<file path="config.mk">
export PLATFORM = sky130hd
export DESIGN_NAME = counting_semaphore_wait_queue
export DESIGN_NICKNAME = d
export VERILOG_FILES = /design/src/rtl/core/csq_pkg.sv /design/src/rtl/core/csq_ram.sv /design/src/rtl/core/csq_out.sv /design/src/rtl/core/csq_ctrl.sv /design/src/rtl/core/counting_semaphore_wait_queue.sv
export SDC_FILE = /design/constraint.sdc
export NUM_CORES = 1
export LEC_CHECK = 0
export ABC_AREA = 1
export BUFFER_PORTS_ARGS = -buffer_cell sky130_fd_sc_hd__buf_2
export CAP_MARGIN = 20
export CORE_MARGIN = 5
export CORE_UTILIZATION = 25
export DETAILED_ROUTE_END_ITERATION = 10
export PLACE_DENSITY = 0.46
export SYNTH_ARGS = -nofsm -noshare
export SYNTH_HDL_FRONTEND = slang
export SYNTH_HIERARCHICAL = 1
export SYNTH_SLANG_ARGS = --single-unit
export TNS_END_PERCENT = 50
</file>
<file path="constraint.sdc">
create_clock -name i_clk -period 3.6 [get_ports i_clk]
set_input_delay 0.18 -clock i_clk [delete_from_list [all_inputs] [get_ports i_clk]]
set_output_delay 0.18 -clock i_clk [all_outputs]
set_load 0.01 [all_outputs]
</file>
<file path="src/rtl/core/csq_pkg.sv">
// Shared types and constants for the counting semaphore with its wait queue.
// Used by every module under rtl/core; depends on nothing else.

package csq_pkg;

    localparam int QUEUE_DEPTH_DEF = 16;
    localparam int COUNT_W         = 16;
    localparam int INIT_W          = 15;
    localparam int THREAD_W        = 8;
    localparam int TIMEOUT_W       = 16;

    localparam logic signed [COUNT_W-1:0] COUNT_MAX = 16'sd32767;

    typedef enum logic [1:0] {
        OP_WAIT   = 2'd0,
        OP_SIGNAL = 2'd1,
        OP_TWAIT  = 2'd2,
        OP_CLOSE  = 2'd3
    } t_opcode;

    typedef enum logic [2:0] {
        ST_PROCEED      = 3'd0,
        ST_BLOCKED      = 3'd1,
        ST_WOKEN        = 3'd2,
        ST_NO_HANDLE    = 3'd3,
        ST_ZERO_TIMEOUT = 3'd4,
        ST_QUEUE_FULL   = 3'd5,
        ST_SATURATED    = 3'd6
    } t_status;

    typedef struct packed {
        t_status               status;
        logic [THREAD_W-1:0]   thread;
        logic                  last;
    } t_result;

    typedef struct packed {
        logic    valid;
        t_result res;
    } t_push;

endpackage

</file>
<file path="src/rtl/core/csq_ram.sv">
// Wait queue storage: one write port and one read port with registered read data.
// Depends on csq_pkg for the thread number width.

module csq_ram #(
    parameter int DEPTH = csq_pkg::QUEUE_DEPTH_DEF,
    localparam int AW = (DEPTH > 1) ? $clog2(DEPTH) : 1
) (
    input  logic                          i_clk,
    input  logic                          i_we,
    input  logic [AW-1:0]                 i_waddr,
    input  logic [csq_pkg::THREAD_W-1:0]  i_wdata,
    input  logic                          i_re,
    input  logic [AW-1:0]                 i_raddr,
    output logic [csq_pkg::THREAD_W-1:0]  o_rdata
);

    logic [csq_pkg::THREAD_W-1:0] r_mem [DEPTH];
    logic [csq_pkg::THREAD_W-1:0] r_rdata;

    always_ff @(posedge i_clk) begin
        if (i_we) begin
            r_mem[i_waddr] <= i_wdata;
        end
        if (i_re) begin
            r_rdata <= r_mem[i_raddr];
        end
    end

    assign o_rdata = r_rdata;

endmodule

</file>
<file path="src/rtl/core/csq_out.sv">
// Two-entry result buffer between the controller and the output channel.
// Depends on csq_pkg for the result struct.

module csq_out (
    input  logic                          i_clk,
    input  logic                          i_rst_n,
    input  csq_pkg::t_push                i_push,
    output logic                          o_space,
    output logic                          o_valid,
    input  logic                          i_stall,
    output logic [2:0]                    o_status,
    output logic [csq_pkg::THREAD_W-1:0]  o_affected_thread,
    output logic                          o_last
);

    csq_pkg::t_result r_slot [2];
    logic [1:0]       r_cnt;
    logic             r_wp;
    logic             r_rp;
    logic             pop;

    assign pop = (r_cnt != 2'd0) && !i_stall;

    always_ff @(posedge i_clk) begin
        if (!i_rst_n) begin
            r_cnt <= 2'd0;
            r_wp  <= 1'b0;
            r_rp  <= 1'b0;
        end else begin
            if (i_push.valid) begin
                r_wp <= ~r_wp;
            end
            if (pop) begin
                r_rp <= ~r_rp;
            end
            r_cnt <= r_cnt + {1'b0, i_push.valid} - {1'b0, pop};
        end
    end

    always_ff @(posedge i_clk) begin
        if (i_push.valid) begin
            r_slot[r_wp] <= i_push.res;
        end
    end

    // Space is taken from the registered fill, so the input side never waits on i_stall.
    assign o_space           = (r_cnt != 2'd2);
    assign o_valid           = (r_cnt != 2'd0);
    assign o_status          = r_slot[r_rp].status;
    assign o_affected_thread = r_slot[r_rp].thread;
    assign o_last            = r_slot[r_rp].last;

endmodule

</file>
<file path="src/rtl/core/csq_ctrl.sv">
// Semaphore controller: count, queue pointers, request decode and the close drain.
// Depends on csq_pkg; drives the csq_ram ports and pushes results into csq_out.

module csq_ctrl #(
    parameter int DEPTH = csq_pkg::QUEUE_DEPTH_DEF,
    localparam int AW = (DEPTH > 1) ? $clog2(DEPTH) : 1,
    localparam int FW = $clog2(DEPTH + 1)
) (
    input  logic                           i_clk,
    input  logic                           i_rst_n,
    input  logic                           i_cfg_wr_en,
    input  logic [csq_pkg::INIT_W-1:0]     i_cfg_wr_data,
    input  logic                           i_valid,
    output logic                           o_stall,
    input  logic [1:0]                     i_opcode,
    input  logic [csq_pkg::THREAD_W-1:0]   i_thread_id,
    input  logic [csq_pkg::TIMEOUT_W-1:0]  i_timeout,
    input  logic                           i_handle_missing,
    input  logic                           i_space,
    output csq_pkg::t_push                 o_push,
    output logic                           o_ram_we,
    output logic [AW-1:0]                  o_ram_waddr,
    output logic [csq_pkg::THREAD_W-1:0]   o_ram_wdata,
    output logic                           o_ram_re,
    output logic [AW-1:0]                  o_ram_raddr,
    input  logic [csq_pkg::THREAD_W-1:0]   i_ram_rdata
);

    typedef enum logic [1:0] {
        S_IDLE,
        S_WAKE,
        S_CRD,
        S_CWR
    } t_state;

    t_state                               r_state, n_state;
    logic signed [csq_pkg::COUNT_W-1:0]   r_count, n_count;
    logic [AW-1:0]                        r_head, n_head;
    logic [AW-1:0]                        r_tail, n_tail;
    logic [FW-1:0]                        r_fill, n_fill;
    logic [csq_pkg::INIT_W-1:0]           r_init;

    logic                                 accept;
    logic signed [csq_pkg::COUNT_W-1:0]   count_inc;
    logic signed [csq_pkg::COUNT_W-1:0]   count_dec;
    logic signed [csq_pkg::COUNT_W-1:0]   count_reload;
    logic                                 count_pos;
    logic                                 inc_nonpos;
    logic                                 queue_full;
    logic [AW-1:0]                        head_next;
    logic [AW-1:0]                        tail_next;

    assign o_stall      = !((r_state == S_IDLE) && i_space);
    assign accept       = i_valid && !o_stall;
    assign count_inc    = r_count + 16'sd1;
    assign count_dec    = r_count - 16'sd1;
    assign count_reload = {1'b0, r_init};
    assign count_pos    = !r_count[csq_pkg::COUNT_W-1] && (r_count != '0);
    assign inc_nonpos   = count_inc[csq_pkg::COUNT_W-1] || (count_inc == '0);
    assign queue_full   = (r_fill == FW'(DEPTH));
    assign head_next    = (r_head == AW'(DEPTH - 1)) ? '0 : r_head + AW'(1);
    assign tail_next    = (r_tail == AW'(DEPTH - 1)) ? '0 : r_tail + AW'(1);

    always_comb begin
        n_state    = r_state;
        n_count    = r_count;
        n_head     = r_head;
        n_tail     = r_tail;
        n_fill     = r_fill;
        o_push     = '0;
        o_ram_we    = 1'b0;
        o_ram_waddr = r_tail;
        o_ram_wdata = i_thread_id;
        o_ram_re    = 1'b0;
        o_ram_raddr = r_head;

        case (r_state)
            S_IDLE: begin
                if (accept) begin
                    o_push.valid      = 1'b1;
                    o_push.res.status = csq_pkg::ST_PROCEED;
                    o_push.res.thread = '0;
                    o_push.res.last   = 1'b1;
                    if (i_handle_missing) begin
                        o_push.res.status = csq_pkg::ST_NO_HANDLE;
                    end else begin
                        case (csq_pkg::t_opcode'(i_opcode))
                            csq_pkg::OP_WAIT, csq_pkg::OP_TWAIT: begin
                                if ((i_opcode == csq_pkg::OP_TWAIT) && (i_timeout == '0)) begin
                                    o_push.res.status = csq_pkg::ST_ZERO_TIMEOUT;
                                end else if (count_pos) begin
                                    n_count = count_dec;
                                end else if (queue_full) begin
                                    o_push.res.status = csq_pkg::ST_QUEUE_FULL;
                                end else begin
                                    n_count           = count_dec;
                                    o_ram_we          = 1'b1;
                                    n_tail            = tail_next;
                                    n_fill            = r_fill + FW'(1);
                                    o_push.res.status = csq_pkg::ST_BLOCKED;
                                    o_push.res.thread = i_thread_id;
                                end
                            end
                            csq_pkg::OP_SIGNAL: begin
                                if (r_count == csq_pkg::COUNT_MAX) begin
                                    o_push.res.status = csq_pkg::ST_SATURATED;
                                end else begin
                                    n_count = count_inc;
                                    // A waiter is released; its number arrives from the
                                    // queue memory in the next cycle.
                                    if (inc_nonpos && (r_fill != '0)) begin
                                        o_push.valid = 1'b0;
                                        o_ram_re     = 1'b1;
                                        n_head       = head_next;
                                        n_fill       = r_fill - FW'(1);
                                        n_state      = S_WAKE;
                                    end
                                end
                            end
                            csq_pkg::OP_CLOSE: begin
                                if (r_fill == '0) begin
                                    n_count = count_reload;
                                    n_head  = '0;
                                    n_tail  = '0;
                                end else begin
                                    o_push.valid = 1'b0;
                                    n_state      = S_CRD;
                                end
                            end
                            default: begin
                            end
                        endcase
                    end
                end
            end
            S_WAKE: begin
                o_push.valid      = 1'b1;
                o_push.res.status = csq_pkg::ST_WOKEN;
                o_push.res.thread = i_ram_rdata;
                o_push.res.last   = 1'b1;
                n_state           = S_IDLE;
            end
            S_CRD: begin
                // Only this drain pushes results, so space seen here still holds
                // when the read data comes back.
                if (i_space) begin
                    o_ram_re = 1'b1;
                    n_head   = head_next;
                    n_fill   = r_fill - FW'(1);
                    n_state  = S_CWR;
                end
            end
            S_CWR: begin
                o_push.valid      = 1'b1;
                o_push.res.status = csq_pkg::ST_WOKEN;
                o_push.res.thread = i_ram_rdata;
                o_push.res.last   = (r_fill == '0);
                if (r_fill == '0) begin
                    n_count = count_reload;
                    n_head  = '0;
                    n_tail  = '0;
                    n_state = S_IDLE;
                end else begin
                    n_state = S_CRD;
                end
            end
            default: begin
                n_state = S_IDLE;
            end
        endcase
    end

    always_ff @(posedge i_clk) begin
        if (!i_rst_n) begin
            r_state <= S_IDLE;
            r_count <= '0;
            r_head  <= '0;
            r_tail  <= '0;
            r_fill  <= '0;
            r_init  <= '0;
        end else begin
            r_state <= n_state;
            r_count <= n_count;
            r_head  <= n_head;
            r_tail  <= n_tail;
            r_fill  <= n_fill;
            if (i_cfg_wr_en) begin
                r_init <= i_cfg_wr_data;
            end
        end
    end

    a_fill_bound: assert property (@(posedge i_clk) disable iff (!i_rst_n)
        r_fill <= FW'(DEPTH))
        else $error("queue fill exceeds depth");

    a_count_matches_fill: assert property (@(posedge i_clk) disable iff (!i_rst_n)
        (r_state == S_IDLE) && r_count[csq_pkg::COUNT_W-1]
            |-> (r_count + csq_pkg::COUNT_W'(r_fill)) == '0)
        else $error("negative count does not match the number of waiters");

    a_push_has_space: assert property (@(posedge i_clk) disable iff (!i_rst_n)
        o_push.valid |-> i_space)
        else $error("result pushed into a full output buffer");

    a_drain_nonempty: assert property (@(posedge i_clk) disable iff (!i_rst_n)
        (r_state == S_CRD) |-> (r_fill != '0))
        else $error("close drain reading an empty queue");

    a_wake_after_read: assert property (@(posedge i_clk) disable iff (!i_rst_n)
        (r_state == S_WAKE) || (r_state == S_CWR) |-> $past(o_ram_re))
        else $error("woken result without a queue read");

endmodule

</file>
<file path="src/rtl/core/counting_semaphore_wait_queue.sv">
// Counting semaphore with a first-in first-out wait queue of thread numbers.
// Top level; instantiates csq_ctrl, csq_ram and csq_out, and uses csq_pkg.
//
// Requests enter on i_valid/o_stall with opcode, thread number, timeout and a
// missing-handle flag; results leave on o_valid/i_stall with a status, the
// thread blocked or woken, and o_last on the final result of each request.
// initial_count is written through i_cfg_wr_en/i_cfg_wr_data; the user must do
// so only while idle; the block itself does not enforce it. It is loaded into
// the count at the end of every close. A request that needs no queue read is
// decoded in the cycle it is accepted; its result is visible in the next cycle
// and the next request can follow at once. A signal that wakes a waiter reads
// the queue memory, then pushes the woken thread from S_WAKE. A close with
// waiters reads each waiter from the queue memory and pushes its result in turn
// (S_CRD, then S_CWR); without waiters it is done in the cycle it is accepted.
// Reset (synchronous, active low) clears the count, initial_count and the
// queue pointers; the queue memory needs no clearing pass.
// Results go into a two-entry buffer, so a request is still taken while one
// result waits on a stalled receiver; with both entries full the block raises
// o_stall until the receiver takes a result.

module counting_semaphore_wait_queue #(
    parameter int QUEUE_DEPTH = csq_pkg::QUEUE_DEPTH_DEF
) (
    input  logic                           i_clk,
    input  logic                           i_rst_n,
    input  logic                           i_cfg_wr_en,
    input  logic [csq_pkg::INIT_W-1:0]     i_cfg_wr_data,
    input  logic                           i_valid,
    output logic                           o_stall,
    input  logic [1:0]                     i_opcode,
    input  logic [csq_pkg::THREAD_W-1:0]   i_thread_id,
    input  logic [csq_pkg::TIMEOUT_W-1:0]  i_timeout,
    input  logic                           i_handle_missing,
    output logic                           o_valid,
    input  logic                           i_stall,
    output logic [2:0]                     o_status,
    output logic [csq_pkg::THREAD_W-1:0]   o_affected_thread,
    output logic                           o_last
);

    localparam int AW = (QUEUE_DEPTH > 1) ? $clog2(QUEUE_DEPTH) : 1;

    csq_pkg::t_push                 push;
    logic                           space;
    logic                           ram_we;
    logic [AW-1:0]                  ram_waddr;
    logic [csq_pkg::THREAD_W-1:0]   ram_wdata;
    logic                           ram_re;
    logic [AW-1:0]                  ram_raddr;
    logic [csq_pkg::THREAD_W-1:0]   ram_rdata;

    csq_ctrl #(
        .DEPTH (QUEUE_DEPTH)
    ) u_ctrl (
        .i_clk            (i_clk),
        .i_rst_n          (i_rst_n),
        .i_cfg_wr_en      (i_cfg_wr_en),
        .i_cfg_wr_data    (i_cfg_wr_data),
        .i_valid          (i_valid),
        .o_stall          (o_stall),
        .i_opcode         (i_opcode),
        .i_thread_id      (i_thread_id),
        .i_timeout        (i_timeout),
        .i_handle_missing (i_handle_missing),
        .i_space          (space),
        .o_push           (push),
        .o_ram_we         (ram_we),
        .o_ram_waddr      (ram_waddr),
        .o_ram_wdata      (ram_wdata),
        .o_ram_re         (ram_re),
        .o_ram_raddr      (ram_raddr),
        .i_ram_rdata      (ram_rdata)
    );

    csq_ram #(
        .DEPTH (QUEUE_DEPTH)
    ) u_ram (
        .i_clk   (i_clk),
        .i_we    (ram_we),
        .i_waddr (ram_waddr),
        .i_wdata (ram_wdata),
        .i_re    (ram_re),
        .i_raddr (ram_raddr),
        .o_rdata (ram_rdata)
    );

    csq_out u_out (
        .i_clk             (i_clk),
        .i_rst_n           (i_rst_n),
        .i_push            (push),
        .o_space           (space),
        .o_valid           (o_valid),
        .i_stall           (i_stall),
        .o_status          (o_status),
        .o_affected_thread (o_affected_thread),
        .o_last            (o_last)
    );

endmodule
</file>
==> results.py <==
metrics = {
    "layout": {
        "nFillCells": 4616,
        "nets": 1380,
        "n_antenna_cell": 0,
        "stdcell_count": 1924,
        "multiInputGateArea_um2": 3990,
        "areaGrowthSynthToFinish_pct": 17.0,
        "drive_gt1_frac": 0.137,
        "final_core_util": 0.295,
        "final_area_um2": 12700,
        "layout.area.seq_um2": 5830,
    },
    "sta": {
        "finalHoldViolations": 0,
        "finalSetupViolations": 0,
        "final.setup.tns_ns": 0,
        "max_slew_margin": 0.491,
        "slew_violations": 0,
        "max_freq_ghz": 0.326,
        "setup_slack_ns": 0.533,
        "skew_ns": 0.0119,
        "worst_pin_slew_ns": 0.763,
        "rsz0062_at_grt": "no",
        "holdWs_ns": 0.103,
        "timing.final.crit_share": 0.852,
        "fin_crit_ns": 3.07,
    },
    "clock_network": {
        "clockRootBuffer": "clkbuf_16",
        "clock_latency_ns": 0.53,
        "cts_buffer_depth": 3,
        "path_clk_slew_ns": 0.06,
        "postCtsSetupBuffers": 0,
        "cts_resized": 0,
        "cts_buffers": 25,
        "cts_hold_buffers": 16,
        "cts.sinks": 211,
        "htreeDepth": 1,
        "cts_tree": "done",
    },
    "power_and_ir_drop": {
        "irDropWorstVdd_uv": 289,
        "power_density_nw_per_um2": 744,
        "p_total_mw": 9.43,
        "leakagePower_nw": 5.18,
    },
    "logic_synthesis": {
        "ys_seq_area_frac": 0.538,
        "synth_cell_types": 48,
        "synth_top_area_frac": 0.444,
        "synth_top_cell_by_area": "edfxtp_1",
        "ys_ff_latch": 211,
        "synthCells": 1249,
        "netlist_top_cells_area": "edfxtp_1 (44%), nand2_1 (11%), dfxtp_1 (9.4%), nand3_1 (6.4%), inv_1 (5.4%)",
        "synthArstFlopShare": 0,
        "yosys_warnings": 6,
        "synth.most_common_cell": "nand2_1",
        "synth_area_um2": 10800,
        "synth_nets": 1309,
        "synth_flop_cell": "edfxtp_1",
        "synth_edf_count": 160,
        "ys_top_cells_by_count": "nand2_1 (326), edfxtp_1 (160), inv_1 (155), nand3_1 (139), nor2_1 (115)",
        "syn_area_per_cell_um2": 8.67,
    },
    "global_routing": {
        "grt_util_all_layers": 0.125,
        "grt_pass1_wl_mm": 46.9,
        "grt_pass1_vias": 8085,
        "antenna_found_initial": 0,
        "grt_max_degree": 70,
        "grt_use_met2": 0.197,
        "grt_overflow_total": 0,
        "busiest_layer": "met2",
        "grtUsageMet1": 0.177,
        "gr-usage-met3": 0.0169,
    },
    "outcome": {
        "status": "complete, no violations",
    },
    "floorplan": {
        "ios": 61,
        "placementRows": 76,
        "dieArea_um2": 47600,
        "start_util": 0.252,
        "die_w_um": 218,
        "core_area_um2": 43000,
        "die_y_um": 218,
    },
    "job": {
        "cap_violations": 0,
    },
    "detailed_routing": {
        "routed_wl_mm": 30.3,
        "route.detailed.drc": 0,
        "num_vias": 8522,
        "vias_per_cell": 4.43,
        "drt_iter0_drc": 627,
        "ant_nets": 0,
        "wl_per_cell_um": 15.8,
        "first_pass_iters": 5,
    },
    "placed_design": {
        "hpwlAfterDp_mm": 20.6,
        "pre_cts_ws_ns": 0.561,
        "gp_congestion": 0.887,
        "dp.cells": 1862,
        "place_area_um2": 11700,
        "numPortBuffers": 60,
    },
    "worst_setup_path": {
        "startpoint_type": "flip-flop",
        "crit_type": "flip-flop to flip-flop",
        "worstPathRequired_ns": 3.76,
        "critPathCaptureType": "flip-flop",
        "cp_data_arrival_time_ns": 3.23,
        "r2r_slack_ns": 0.53,
        "path_max_fanout": 9,
    },
    "worst_hold_path": {
        "hold_class": "input pin to flip-flop",
    },
}
## routing by layer
metal  routed length, µm  part of all wire
met1               14500              0.48
met2               13700              0.45
met3                1290             0.043
met4                 781             0.026
met5                   0                 0
## final timing paths
path	startpoint	to	cells past startpoint
worst max register to register	u_ctrl/r_count[0]	u_ram/r_mem[1][2]	12
worst min register to register	u_ctrl/r_init[0]	u_ctrl/r_init[0]	2
worst max-delay path	u_ctrl/r_count[0]	u_ram/r_mem[1][2]	12
worst min-delay path	i_rst_n	u_ctrl/r_count[1]	3
## cell usage in the layout (no fill, tap or decap), types with 26 or more instances in the layout
cell type	instances
buf_4	26
dfxtp_1	50
inv_1	155
nand2_1	326
edfxtp_1	160
nor2_1	115
nand3_1	139
buf_2	60
o21ai_0	54
a21oi_1	58
## state kept, by name (all words and copies together), names as in the netlist, named ones only
name,count
u_ctrl/r_fill,5
u_ram/o_rdata,8
u_ctrl/o_ram_raddr,4
u_out/r_wp,1
u_ram/r_mem,128
u_ctrl/r_count,16
u_out/r_rp,1
u_ctrl/o_ram_waddr,4
u_out/r_cnt,2
u_ctrl/r_init,15
u_out/r_slot,24
u_ctrl/r_state,2
## final cells by class
class                      count  share of cell area
multi-input combinational    815               0.315
clock inverter                19              0.0169
tap                          585              0.0577
inverter                     165              0.0489
sequential                   211               0.460
timing repair buffer         102              0.0517
clock buffer                  27              0.0500
## where the power goes
| group | total, mW | internal [mW] | switching, mW |
|---|---|---|---|
| Combinational | 3.53 | 1.15 | 2.38 |
| Clock | 2.61 | 1.62 | 0.994 |
| Sequential | 3.28 | 2.99 | 0.289 |
| Total | 9.43 | 5.76 | 3.66 |
## critical path: stages, from the launching register on
cell	delay, ns
dfxtp_1	0.35
inv_1	0.11
ha_1	0.20
nand2_2	0.10
inv_2	0.09
nand2_2	0.07
inv_2	0.08
nand2_2	0.08
o21ai_4	0.18
nand3_2	0.13
nor3_4	0.43
nand2_1	0.30
nor2_1	0.59
## cell families after synthesis
| logic type | after synthesis | share of synthesized area |
|---|---|---|
| fa+ha+maj | 13 | 0.0150 |
| xor+xnor | 9 | 0.00728 |
| simple gates | 638 | 0.257 |
| flops | 211 | 0.538 |
| mux | 12 | 0.0159 |
| compound gates | 143 | 0.0735 |
| buf+inv | 223 | 0.0935 |
No activity file was read; power rests on OpenSTA's default activity.
